`src/hw/rtl/mdb_pkg.sv`:
```
`default_nettype none
// ----------------------------------------------------------------------------
// mdb_pkg
// Shared types and constants for the Morse digit beacon: register indexes,
// reset values, hold and symbol codes, and the structs passed between modules.
// ----------------------------------------------------------------------------
package mdb_pkg;

  localparam int unsigned TICK_W = 16;

  // Configuration register indexes.
  localparam logic [2:0] REG_DOT      = 3'd0;
  localparam logic [2:0] REG_DASH     = 3'd1;
  localparam logic [2:0] REG_EGAP     = 3'd2;
  localparam logic [2:0] REG_DGAP     = 3'd3;
  localparam logic [2:0] REG_SEQ_GAP  = 3'd4;
  localparam logic [2:0] REG_CODE     = 3'd5;

  // Register reset values.
  localparam logic [TICK_W-1:0] RST_DOT     = 16'd1000;
  localparam logic [TICK_W-1:0] RST_DASH    = 16'd3000;
  localparam logic [TICK_W-1:0] RST_EGAP    = 16'd1000;
  localparam logic [TICK_W-1:0] RST_DGAP    = 16'd3000;
  localparam logic [TICK_W-1:0] RST_SEQ_GAP = 16'd7000;
  localparam logic [TICK_W-1:0] RST_CODE    = 16'h1000;

  // Hold kinds. Codes above HOLD_DGAP behave as a zero-length hold.
  localparam logic [2:0] HOLD_ZERO = 3'd0;
  localparam logic [2:0] HOLD_DOT  = 3'd1;
  localparam logic [2:0] HOLD_DASH = 3'd2;
  localparam logic [2:0] HOLD_EGAP = 3'd3;
  localparam logic [2:0] HOLD_DGAP = 3'd4;

  // Symbol under the sequence pointer.
  localparam logic [1:0] SYM_END  = 2'd0;
  localparam logic [1:0] SYM_DOT  = 2'd1;
  localparam logic [1:0] SYM_DASH = 2'd2;
  localparam logic [1:0] SYM_SEP  = 2'd3;

  // Elements sent for one valid decimal digit.
  localparam logic [3:0] DIGIT_ELEMS = 4'd5;
  localparam logic [3:0] MAX_DIGIT   = 4'd9;

  typedef struct packed {
    logic [TICK_W-1:0] dot_ticks;
    logic [TICK_W-1:0] dash_ticks;
    logic [TICK_W-1:0] element_gap_ticks;
    logic [TICK_W-1:0] digit_gap_ticks;
    logic [TICK_W-1:0] sequence_gap_ticks;
    logic [TICK_W-1:0] code_digits;
  } cfg_t;

  typedef struct packed {
    logic              lamp_on;
    logic              in_pause;
    logic [2:0]        digit_pos;
    logic [2:0]        symbol_pos;
    logic [2:0]        hold_kind;
    logic [TICK_W-1:0] elapsed;
  } state_t;

  typedef struct packed {
    logic lamp;
    logic pausing;
  } result_t;

endpackage : mdb_pkg
`default_nettype wire

```
`src/hw/rtl/mdb_step.sv`:
```
`default_nettype none
// ----------------------------------------------------------------------------
// mdb_step
// Next-state logic for one tick: picks the symbol under the pointer, checks
// the running hold and advances the Morse sequence, pause and elapsed count.
// ----------------------------------------------------------------------------
module mdb_step #(
  parameter int unsigned DIGITS = 4
) (
  input  wire mdb_pkg::cfg_t    cfg,
  input  wire mdb_pkg::state_t  cur,
  input  wire                   enable,
  output mdb_pkg::state_t       nxt,
  output mdb_pkg::result_t      res
);
  import mdb_pkg::*;

  localparam logic [2:0] LAST_POS   = 3'(DIGITS - 1);
  localparam logic [3:0] DIGITS_W   = 4'(DIGITS);

  logic [2:0]        nib_idx;
  logic [3:0]        nib;
  logic [3:0]        sym_pos_w;
  logic [1:0]        sym;
  logic [TICK_W-1:0] hold_len;
  logic [TICK_W-1:0] elapsed_inc;

  // Pick the nibble of the current digit; positions past the register read as 0.
  always_comb begin
    nib_idx = LAST_POS - cur.digit_pos;
    nib     = 4'd0;
    if (!nib_idx[2]) begin
      case (nib_idx[1:0])
        2'd0:    nib = cfg.code_digits[3:0];
        2'd1:    nib = cfg.code_digits[7:4];
        2'd2:    nib = cfg.code_digits[11:8];
        default: nib = cfg.code_digits[15:12];
      endcase
    end
  end

  always_comb begin
    sym_pos_w = {1'b0, cur.symbol_pos};
    if ({1'b0, cur.digit_pos} >= DIGITS_W) begin
      sym = SYM_END;
    end else if (nib <= MAX_DIGIT && sym_pos_w < DIGIT_ELEMS) begin
      if (nib <= DIGIT_ELEMS) begin
        sym = (sym_pos_w < nib) ? SYM_DOT : SYM_DASH;
      end else begin
        sym = (sym_pos_w < (nib - DIGIT_ELEMS)) ? SYM_DASH : SYM_DOT;
      end
    end else if (({1'b0, cur.digit_pos} + 4'd1) < DIGITS_W) begin
      sym = SYM_SEP;
    end else begin
      sym = SYM_END;
    end
  end

  always_comb begin
    case (cur.hold_kind)
      HOLD_DOT:  hold_len = cfg.dot_ticks;
      HOLD_DASH: hold_len = cfg.dash_ticks;
      HOLD_EGAP: hold_len = cfg.element_gap_ticks;
      HOLD_DGAP: hold_len = cfg.digit_gap_ticks;
      default:   hold_len = '0;
    endcase
  end

  assign elapsed_inc = (cur.elapsed == '1) ? cur.elapsed : cur.elapsed + 1'b1;

  always_comb begin
    nxt = cur;
    if (!enable) begin
      nxt.elapsed = elapsed_inc;
    end else if (cur.in_pause) begin
      if (cur.elapsed >= cfg.sequence_gap_ticks) begin
        nxt.in_pause   = 1'b0;
        nxt.digit_pos  = '0;
        nxt.symbol_pos = '0;
      end
      nxt.elapsed = elapsed_inc;
    end else if (sym == SYM_END) begin
      // The pass ends without waiting out the last element gap.
      nxt.in_pause = 1'b1;
      nxt.lamp_on  = 1'b0;
      nxt.elapsed  = TICK_W'(1);
    end else if (cur.elapsed >= hold_len) begin
      if (sym == SYM_SEP) begin
        nxt.lamp_on    = 1'b0;
        nxt.hold_kind  = HOLD_DGAP;
        nxt.digit_pos  = cur.digit_pos + 3'd1;
        nxt.symbol_pos = '0;
      end else begin
        nxt.lamp_on = !cur.lamp_on;
        if (!cur.lamp_on) begin
          nxt.hold_kind = (sym == SYM_DOT) ? HOLD_DOT : HOLD_DASH;
        end else begin
          nxt.hold_kind  = HOLD_EGAP;
          nxt.symbol_pos = cur.symbol_pos + 3'd1;
        end
      end
      nxt.elapsed = TICK_W'(1);
    end else begin
      nxt.elapsed = elapsed_inc;
    end
  end

  assign res.lamp    = enable & nxt.lamp_on;
  assign res.pausing = nxt.in_pause;

endmodule : mdb_step
`default_nettype wire

```
`src/hw/rtl/mdb_obuf.sv`:
```
`default_nettype none
// ----------------------------------------------------------------------------
// mdb_obuf
// Two-entry result buffer: an output register backed by a skid register, so
// an item can be taken in the same cycle that a stalled result is waiting.
// ----------------------------------------------------------------------------
module mdb_obuf (
  input  wire               clk,
  input  wire               rst,
  input  wire               push_valid,
  output logic              push_ready,
  input  wire mdb_pkg::result_t push_data,
  output logic              pop_valid,
  input  wire               pop_ready,
  output mdb_pkg::result_t  pop_data
);
  import mdb_pkg::*;

  logic    skid_valid;
  result_t skid_data;
  logic    push;
  logic    head_free;

  assign push_ready = !skid_valid;
  assign push       = push_valid && push_ready;
  assign head_free  = !pop_valid || pop_ready;

  always_ff @(posedge clk) begin
    if (rst) begin
      pop_valid  <= 1'b0;
      skid_valid <= 1'b0;
    end else if (head_free) begin
      pop_valid  <= skid_valid || push;
      skid_valid <= 1'b0;
    end else if (push) begin
      skid_valid <= 1'b1;
    end
  end

  always_ff @(posedge clk) begin
    if (head_free) begin
      pop_data <= skid_valid ? skid_data : push_data;
    end else if (push) begin
      skid_data <= push_data;
    end
  end

  // The skid register only fills behind a stalled head.
  a_skid_behind_head: assert property (@(posedge clk) disable iff (rst)
    skid_valid |-> pop_valid)
    else $error("skid entry held while output register is empty");

  // A stalled item with a full skid must never be lost or overwritten.
  a_full_holds: assert property (@(posedge clk) disable iff (rst)
    (skid_valid && !pop_ready) |=> (skid_valid && pop_valid && $stable(skid_data)))
    else $error("buffered item lost under stall");

endmodule : mdb_obuf
`default_nettype wire

```
`src/hw/rtl/morse_digit_beacon_core.sv`:
```
`default_nettype none
// ----------------------------------------------------------------------------
// morse_digit_beacon_core
// Spells a configured BCD code in Morse on a lamp, one tick per item.
//
//   Channel  Signals                          Direction  Payload
//   in       in_valid / in_ready              sink       enable
//   out      out_valid / out_ready            source     lamp, pausing
//   cfg      cfg_write, cfg_index, cfg_data   sink       16-bit register
//
// One tick is taken per clock cycle while in_ready is high; its result is
// registered in the output buffer. The beacon state advances through
// combinational logic, so the rate is set only by the output buffer: in_ready
// drops only when both its entries hold results. Synchronous reset restores all
// register defaults and the start of the sequence. No clearing pass is needed.
// ----------------------------------------------------------------------------
module morse_digit_beacon_core #(
  parameter int unsigned DIGITS = 4
) (
  input  wire         clk,
  input  wire         rst,
  input  wire         in_valid,
  output logic        in_ready,
  input  wire         enable,
  output logic        out_valid,
  input  wire         out_ready,
  output logic        lamp,
  output logic        pausing,
  input  wire         cfg_write,
  input  wire  [2:0]  cfg_index,
  input  wire  [15:0] cfg_data
);
  import mdb_pkg::*;

  cfg_t    cfg;
  state_t  state;
  state_t  state_next;
  result_t step_res;
  result_t out_res;
  logic    accept;

  assign accept = in_valid && in_ready;

  always_ff @(posedge clk) begin
    if (rst) begin
      cfg.dot_ticks          <= RST_DOT;
      cfg.dash_ticks         <= RST_DASH;
      cfg.element_gap_ticks  <= RST_EGAP;
      cfg.digit_gap_ticks    <= RST_DGAP;
      cfg.sequence_gap_ticks <= RST_SEQ_GAP;
      cfg.code_digits        <= RST_CODE;
    end else if (cfg_write) begin
      unique case (cfg_index)
        REG_DOT:     cfg.dot_ticks          <= cfg_data;
        REG_DASH:    cfg.dash_ticks         <= cfg_data;
        REG_EGAP:    cfg.element_gap_ticks  <= cfg_data;
        REG_DGAP:    cfg.digit_gap_ticks    <= cfg_data;
        REG_SEQ_GAP: cfg.sequence_gap_ticks <= cfg_data;
        REG_CODE:    cfg.code_digits        <= cfg_data;
        default: ;
      endcase
    end
  end

  always_ff @(posedge clk) begin
    if (rst) begin
      state.lamp_on    <= 1'b0;
      state.in_pause   <= 1'b0;
      state.digit_pos  <= '0;
      state.symbol_pos <= '0;
      state.hold_kind  <= HOLD_ZERO;
      state.elapsed    <= '0;
    end else if (accept) begin
      state <= state_next;
    end
  end

  mdb_step #(
    .DIGITS (DIGITS)
  ) u_step (
    .cfg    (cfg),
    .cur    (state),
    .enable (enable),
    .nxt    (state_next),
    .res    (step_res)
  );

  mdb_obuf u_obuf (
    .clk        (clk),
    .rst        (rst),
    .push_valid (in_valid),
    .push_ready (in_ready),
    .push_data  (step_res),
    .pop_valid  (out_valid),
    .pop_ready  (out_ready),
    .pop_data   (out_res)
  );

  assign lamp    = out_res.lamp;
  assign pausing = out_res.pausing;

  // The lamp is always dark during the pause between passes.
  a_pause_dark: assert property (@(posedge clk) disable iff (rst)
    state.in_pause |-> !state.lamp_on)
    else $error("lamp on during pause");

  // The digit pointer never runs past the last digit.
  a_digit_range: assert property (@(posedge clk) disable iff (rst)
    {1'b0, state.digit_pos} <= 4'(DIGITS - 1))
    else $error("digit pointer out of range");

endmodule : morse_digit_beacon_core
`default_nettype wire

```
`config.mk`:
```
export PLATFORM = sky130hd
export DESIGN_NAME = morse_digit_beacon_core
export DESIGN_NICKNAME = d
export VERILOG_FILES = /design/src/hw/rtl/mdb_pkg.sv /design/src/hw/rtl/mdb_step.sv /design/src/hw/rtl/mdb_obuf.sv /design/src/hw/rtl/morse_digit_beacon_core.sv
export SDC_FILE = /design/constraint.sdc
export NUM_CORES = 1
export LEC_CHECK = 0
export ABC_AREA = 1
export CORE_MARGIN = 5
export CORE_UTILIZATION = 55
export DETAILED_ROUTE_END_ITERATION = 8
export DONT_BUFFER_PORTS = 1
export PLACE_DENSITY = 0.7
export SYNTH_ARGS = -nofsm -noshare
export SYNTH_HDL_FRONTEND = slang
export SYNTH_SLANG_ARGS = --single-unit
```
`constraint.sdc`:
```
create_clock -name clk -period 3.6 [get_ports clk]
set_input_delay 0.18 -clock clk [delete_from_list [all_inputs] [get_ports clk]]
set_output_delay 0.18 -clock clk [all_outputs]
set_load 0.01 [all_outputs]
```
==> results by stage <==
Outcome:
- The flow ran to the end, and the final reports show no timing, DRC or antenna violations.

Die:
- The core area is 11560 um^2.
- The total I/O pin count is 29.
- The horizontal die dimension is 119.2 um.
- The floorplan has 39 rows.
- For this configuration, the core starts out at a cell density of 56.69%.
- The die extent in y is 119.2 um.
- The die covers 14200 um^2.

Synth:
- The post-synthesis instance total is 907.
- Counting flops and latches in the post-synthesis netlist gives 129.
- Yosys printed 0 warnings.
- Synthesis instantiated 38 different standard cells from the library.
- The number of nets in the synthesized netlist is 976.
- The fraction of post-synthesis cell area in the top cell type by area is 38.17%.
- The share of the Yosys chip area taken by registers is 40.00%.
- In the synthesized netlist, the cells that appear most often are 165 x sky130_fd_sc_hd__nand2_1, 125 x sky130_fd_sc_hd__dfxtp_1, 125 x sky130_fd_sc_hd__nor2_1.
- After synthesis, the mean cell area works out to 7.229 um^2.
- The number of enable flip-flop cells after synthesis is 4.
- In the post-synthesis netlist, the biggest area contributors are sky130_fd_sc_hd__dfxtp_1 38%, sky130_fd_sc_hd__nand2_1 9.4%, sky130_fd_sc_hd__ha_1 8.4%.
- The proportion of register bits with asynchronous set or reset after synthesis is 0%.
- The summed instance area of the synthesized netlist is 6556 um^2.
- The post-synthesis cell type with the largest combined area is sky130_fd_sc_hd__dfxtp_1.
- The dominant register cell in the synthesized netlist is sky130_fd_sc_hd__dfxtp_1.
- The most frequent cell after synthesis is sky130_fd_sc_hd__nand2_1.

Route:
- For this run, design rule violations remaining after detail routing come to 0.
- The count of routing violations after the opening detailed-route iteration is 432.
- The via count is 6047.
- The sum of routed wire length over all layers is 17350 um.
- The first-pass iteration count of the detailed router is 7.
- The average vias per placed instance is 5.609.
- The detail route stage leaves a number of antenna-violating nets equal to 0.
- The post-detailed-route wirelength per cell is 16.10 um.

Setup path:
- In this run the critical register-to-register path is launched from state[18].
- The critical path arrival is 3410 ps.
- The setup path with the least slack is of type register to register.
- Of all nets on the critical path, the largest fanout is 16.
- Across all register-to-register paths, the minimum setup slack is 500 ps.
- The worst setup path is captured at a register.
- For the worst flop-to-flop path, the logic depth is 16.
- The worst setup path is launched from a register.
- The endpoint of the worst register-to-register path is state[22].
- Data on the critical path is required at its endpoint by 3910 ps.

Timing:
- The final critical-path required period is 3100 ps.
- After routing, the total negative slack on setup checks comes to 0 ps.
- Setup repair after global routing left no endpoint under its margin.
- The final setup violation count is 0.
- In this run the tightest slew margin relative to its limit is 37.78%.
- The final critical-path share of the clock period is 86.10%.
- Derived from the worst setup path, the maximum achievable clock frequency is 322.6 MHz.
- The count of endpoints failing hold in the final timing report is 0.
- The transition at the pin with the smallest max-transition slack is 931.9 ps.
- The clock skew after layout is 6.950 ps.
- The number of pins with negative max-slew slack in the final report is 0.

Power and ir drop:
- The power density over cell area is 527.0 nW/um^2.
- Summed over all nets, the switching power comes to 1169 uW.
- IR analysis of the VDD net gives a maximum drop of 0.0003710 V.
- The sequential group share of total power is 39.2%.
- The switching fraction of total power is 29.77%.
- Summed over all cells, the static leakage comes to 0.003403 uW.
- The combinational share of power is 16.1%.
- The internal power contribution is 2757 uW.
- The clock share of power is 44.7%.
- The total power after layout is 3926 uW.

Cells and area:
- The fraction of final layout cells with drive strength greater than 1 is 7.824%.
- The layout has 1030 filler cells.
- The final cell count without fillers is 1078.
- For this run, the post-layout net count is 989.
- The area growth from synthesis to layout is 13.63%.

Global route:
- For this run, the total global-route usage over all layers was measured as 25.13%.
- The largest net degree at the start of global routing is 61.
- The number of antenna violations at the first check in global routing was 2.
- The number of global-route vias before repair is 5676.
- For this run the aggregate overflow at the end of global routing stands at 0.
- The first global-routing pass estimated 28430 um of wire.

Clock tree:
- Buffers inserted during clock tree synthesis total 17.
- The longest clock path from root to sink contains 2 buffers.
- TritonCTS built the clock tree.
- The tree is rooted in a sky130_fd_sc_hd__clkbuf_16.
- At the later pin of the worst-skew pair, clock insertion delay measures 420 ps.
- Clock-pin slew was measured on the worst setup and hold paths at 60 ps.
- CTS saw 129 sinks.
- The number of setup buffers added after CTS is 0.
- The H-tree depth is 4.

Place:
- The congestion estimate from routability-driven global placement came to 0.8258.
- The count of buffers from port buffering is 0.
- The number of placed instances with taps included is 1025.
- The HPWL after detailed placement is 12340 um.

Min path:
- The class of the tightest hold or removal check is primary input to register.
- The destination of the worst hold path is u_obuf.skid_data[1].
- The worst hold path passes through 2 cells.
- In this run the most critical hold path is launched from enable.

Flow run:
- The tool flagged a number of max-cap violations equal to 0.
timing repair:
| action | 4_1_cts | 5_1_grt |
|---|---|---|
| setup endpoints to repair | 0 | 6 |
| gates resized for setup | 0 | 2 |
| hold buffers | 19 | 0 |
| endpoints found under the hold margin | 106 | 0 |
final cells by class:
class | count | area [um^2] | area share [%]
Antenna cell | 2 | 5.005 | 0.06718
Multi-Input combinational cell | 628 | 3364 | 45.16
Inverter | 119 | 446.7 | 5.996
Sequential cell | 129 | 2623 | 35.20
Timing Repair Buffer | 25 | 235.2 | 3.158
Clock buffer | 17 | 425.4 | 5.710
Clock inverter | 15 | 171.4 | 2.301
Tap cell | 143 | 178.9 | 2.402
power by group through the flow:
stage,Combinational (uW),Clock (uW),Sequential (uW)
global route,713,1840,1550
detailed placement,578,0,1570
CTS,624,1770,1540
finish,631,1760,1540
global placement,555,0,1570
floorplan,466,0,1560
registers in the layout (all words and copies together) (netlist names):
register and flops:
u_obuf.skid_data 2, state 27, cfg 96, u_obuf.pop_data 2, u_obuf.pop_valid 1, u_obuf.skid_valid 1
cells in the final DEF, fill, tap and decap left out, drive strengths merged, types with 16 or more instances in the layout:
cell type	Yosys	final
o22ai	16	16
nor2	134	134
inv	119	128
dlygate4sd3	0	19
a21oi	67	67
nand2	179	179
nand3	40	40
ha	44	44
clkbuf	27	17
o21ai	88	88
dfxtp	125	125
per-stage QoR:
step / setup slack (ps) / instance area [um^2] / hold slack [ps] / util, %
detailed placement: 335.4 / 6648 / 254.8 / 57.48
CTS: 318.2 / 7435 / 18.10 / 64.29
finish: 500.3 / 7450 / 28.97 / 64.42
global route: 184.2 / 7450 / 55.88 / 64.42
global placement: 442.7 / 6648 / 253.8 / 57.48
floorplan: 950.8 / 6556 / 306.1 / -
kinds of logic (layout without fill, tap and decap cells):
logic type	after synthesis	count (layout)	share of synthesized area, %
compound gates	206	206	17.75
buf+inv	150	176	8.836
other cells	0	2	0
flops	129	129	40.00
fa+ha+maj	44	44	8.397
simple gates	369	369	23.82
xor+xnor	9	9	1.202
critical path, stage by stage (launching register included):
cell,delay (ps)
sky130_fd_sc_hd__dfxtp_1,350
sky130_fd_sc_hd__inv_1,110
sky130_fd_sc_hd__nand3_2,300
sky130_fd_sc_hd__o22ai_1,380
sky130_fd_sc_hd__a221oi_1,90
sky130_fd_sc_hd__ha_1,310
sky130_fd_sc_hd__nand2_1,50
sky130_fd_sc_hd__inv_1,60
sky130_fd_sc_hd__nand3_1,100
sky130_fd_sc_hd__nor2_1,170
sky130_fd_sc_hd__nand3_1,220
sky130_fd_sc_hd__nand4_1,170
sky130_fd_sc_hd__nand2_1,80
sky130_fd_sc_hd__nor2_2,360
sky130_fd_sc_hd__nand3_1,120
sky130_fd_sc_hd__nand2_1,90
sky130_fd_sc_hd__nor2_1,50
layer usage:
metal / routed length (um) / vias up / GRT usage [%]
met5: 0 / - / 0
met4: 513 / 0 / 11.30
met3: 1178 / 39 / 5.545
met2: 7839 / 213 / 39.24
met1: 7824 / 2775 / 33.37
li1: - / 3020 / -
how the worst max path moves through the flow:
stage / startpoint / to / slack [ps] / cells past startpoint
after detailed placement: state[18] / state[22] / 340 / 16
after CTS: state[18] / state[22] / 320 / 16
after global placement: state[18] / state[22] / 440 / 16
after global routing: state[18] / state[23] / 180 / 16
final: state[18] / state[22] / 500 / 16
after floorplan: state[17] / u_obuf.pop_data[1] / 950 / 16
Power figures use the tool's default switching activity.
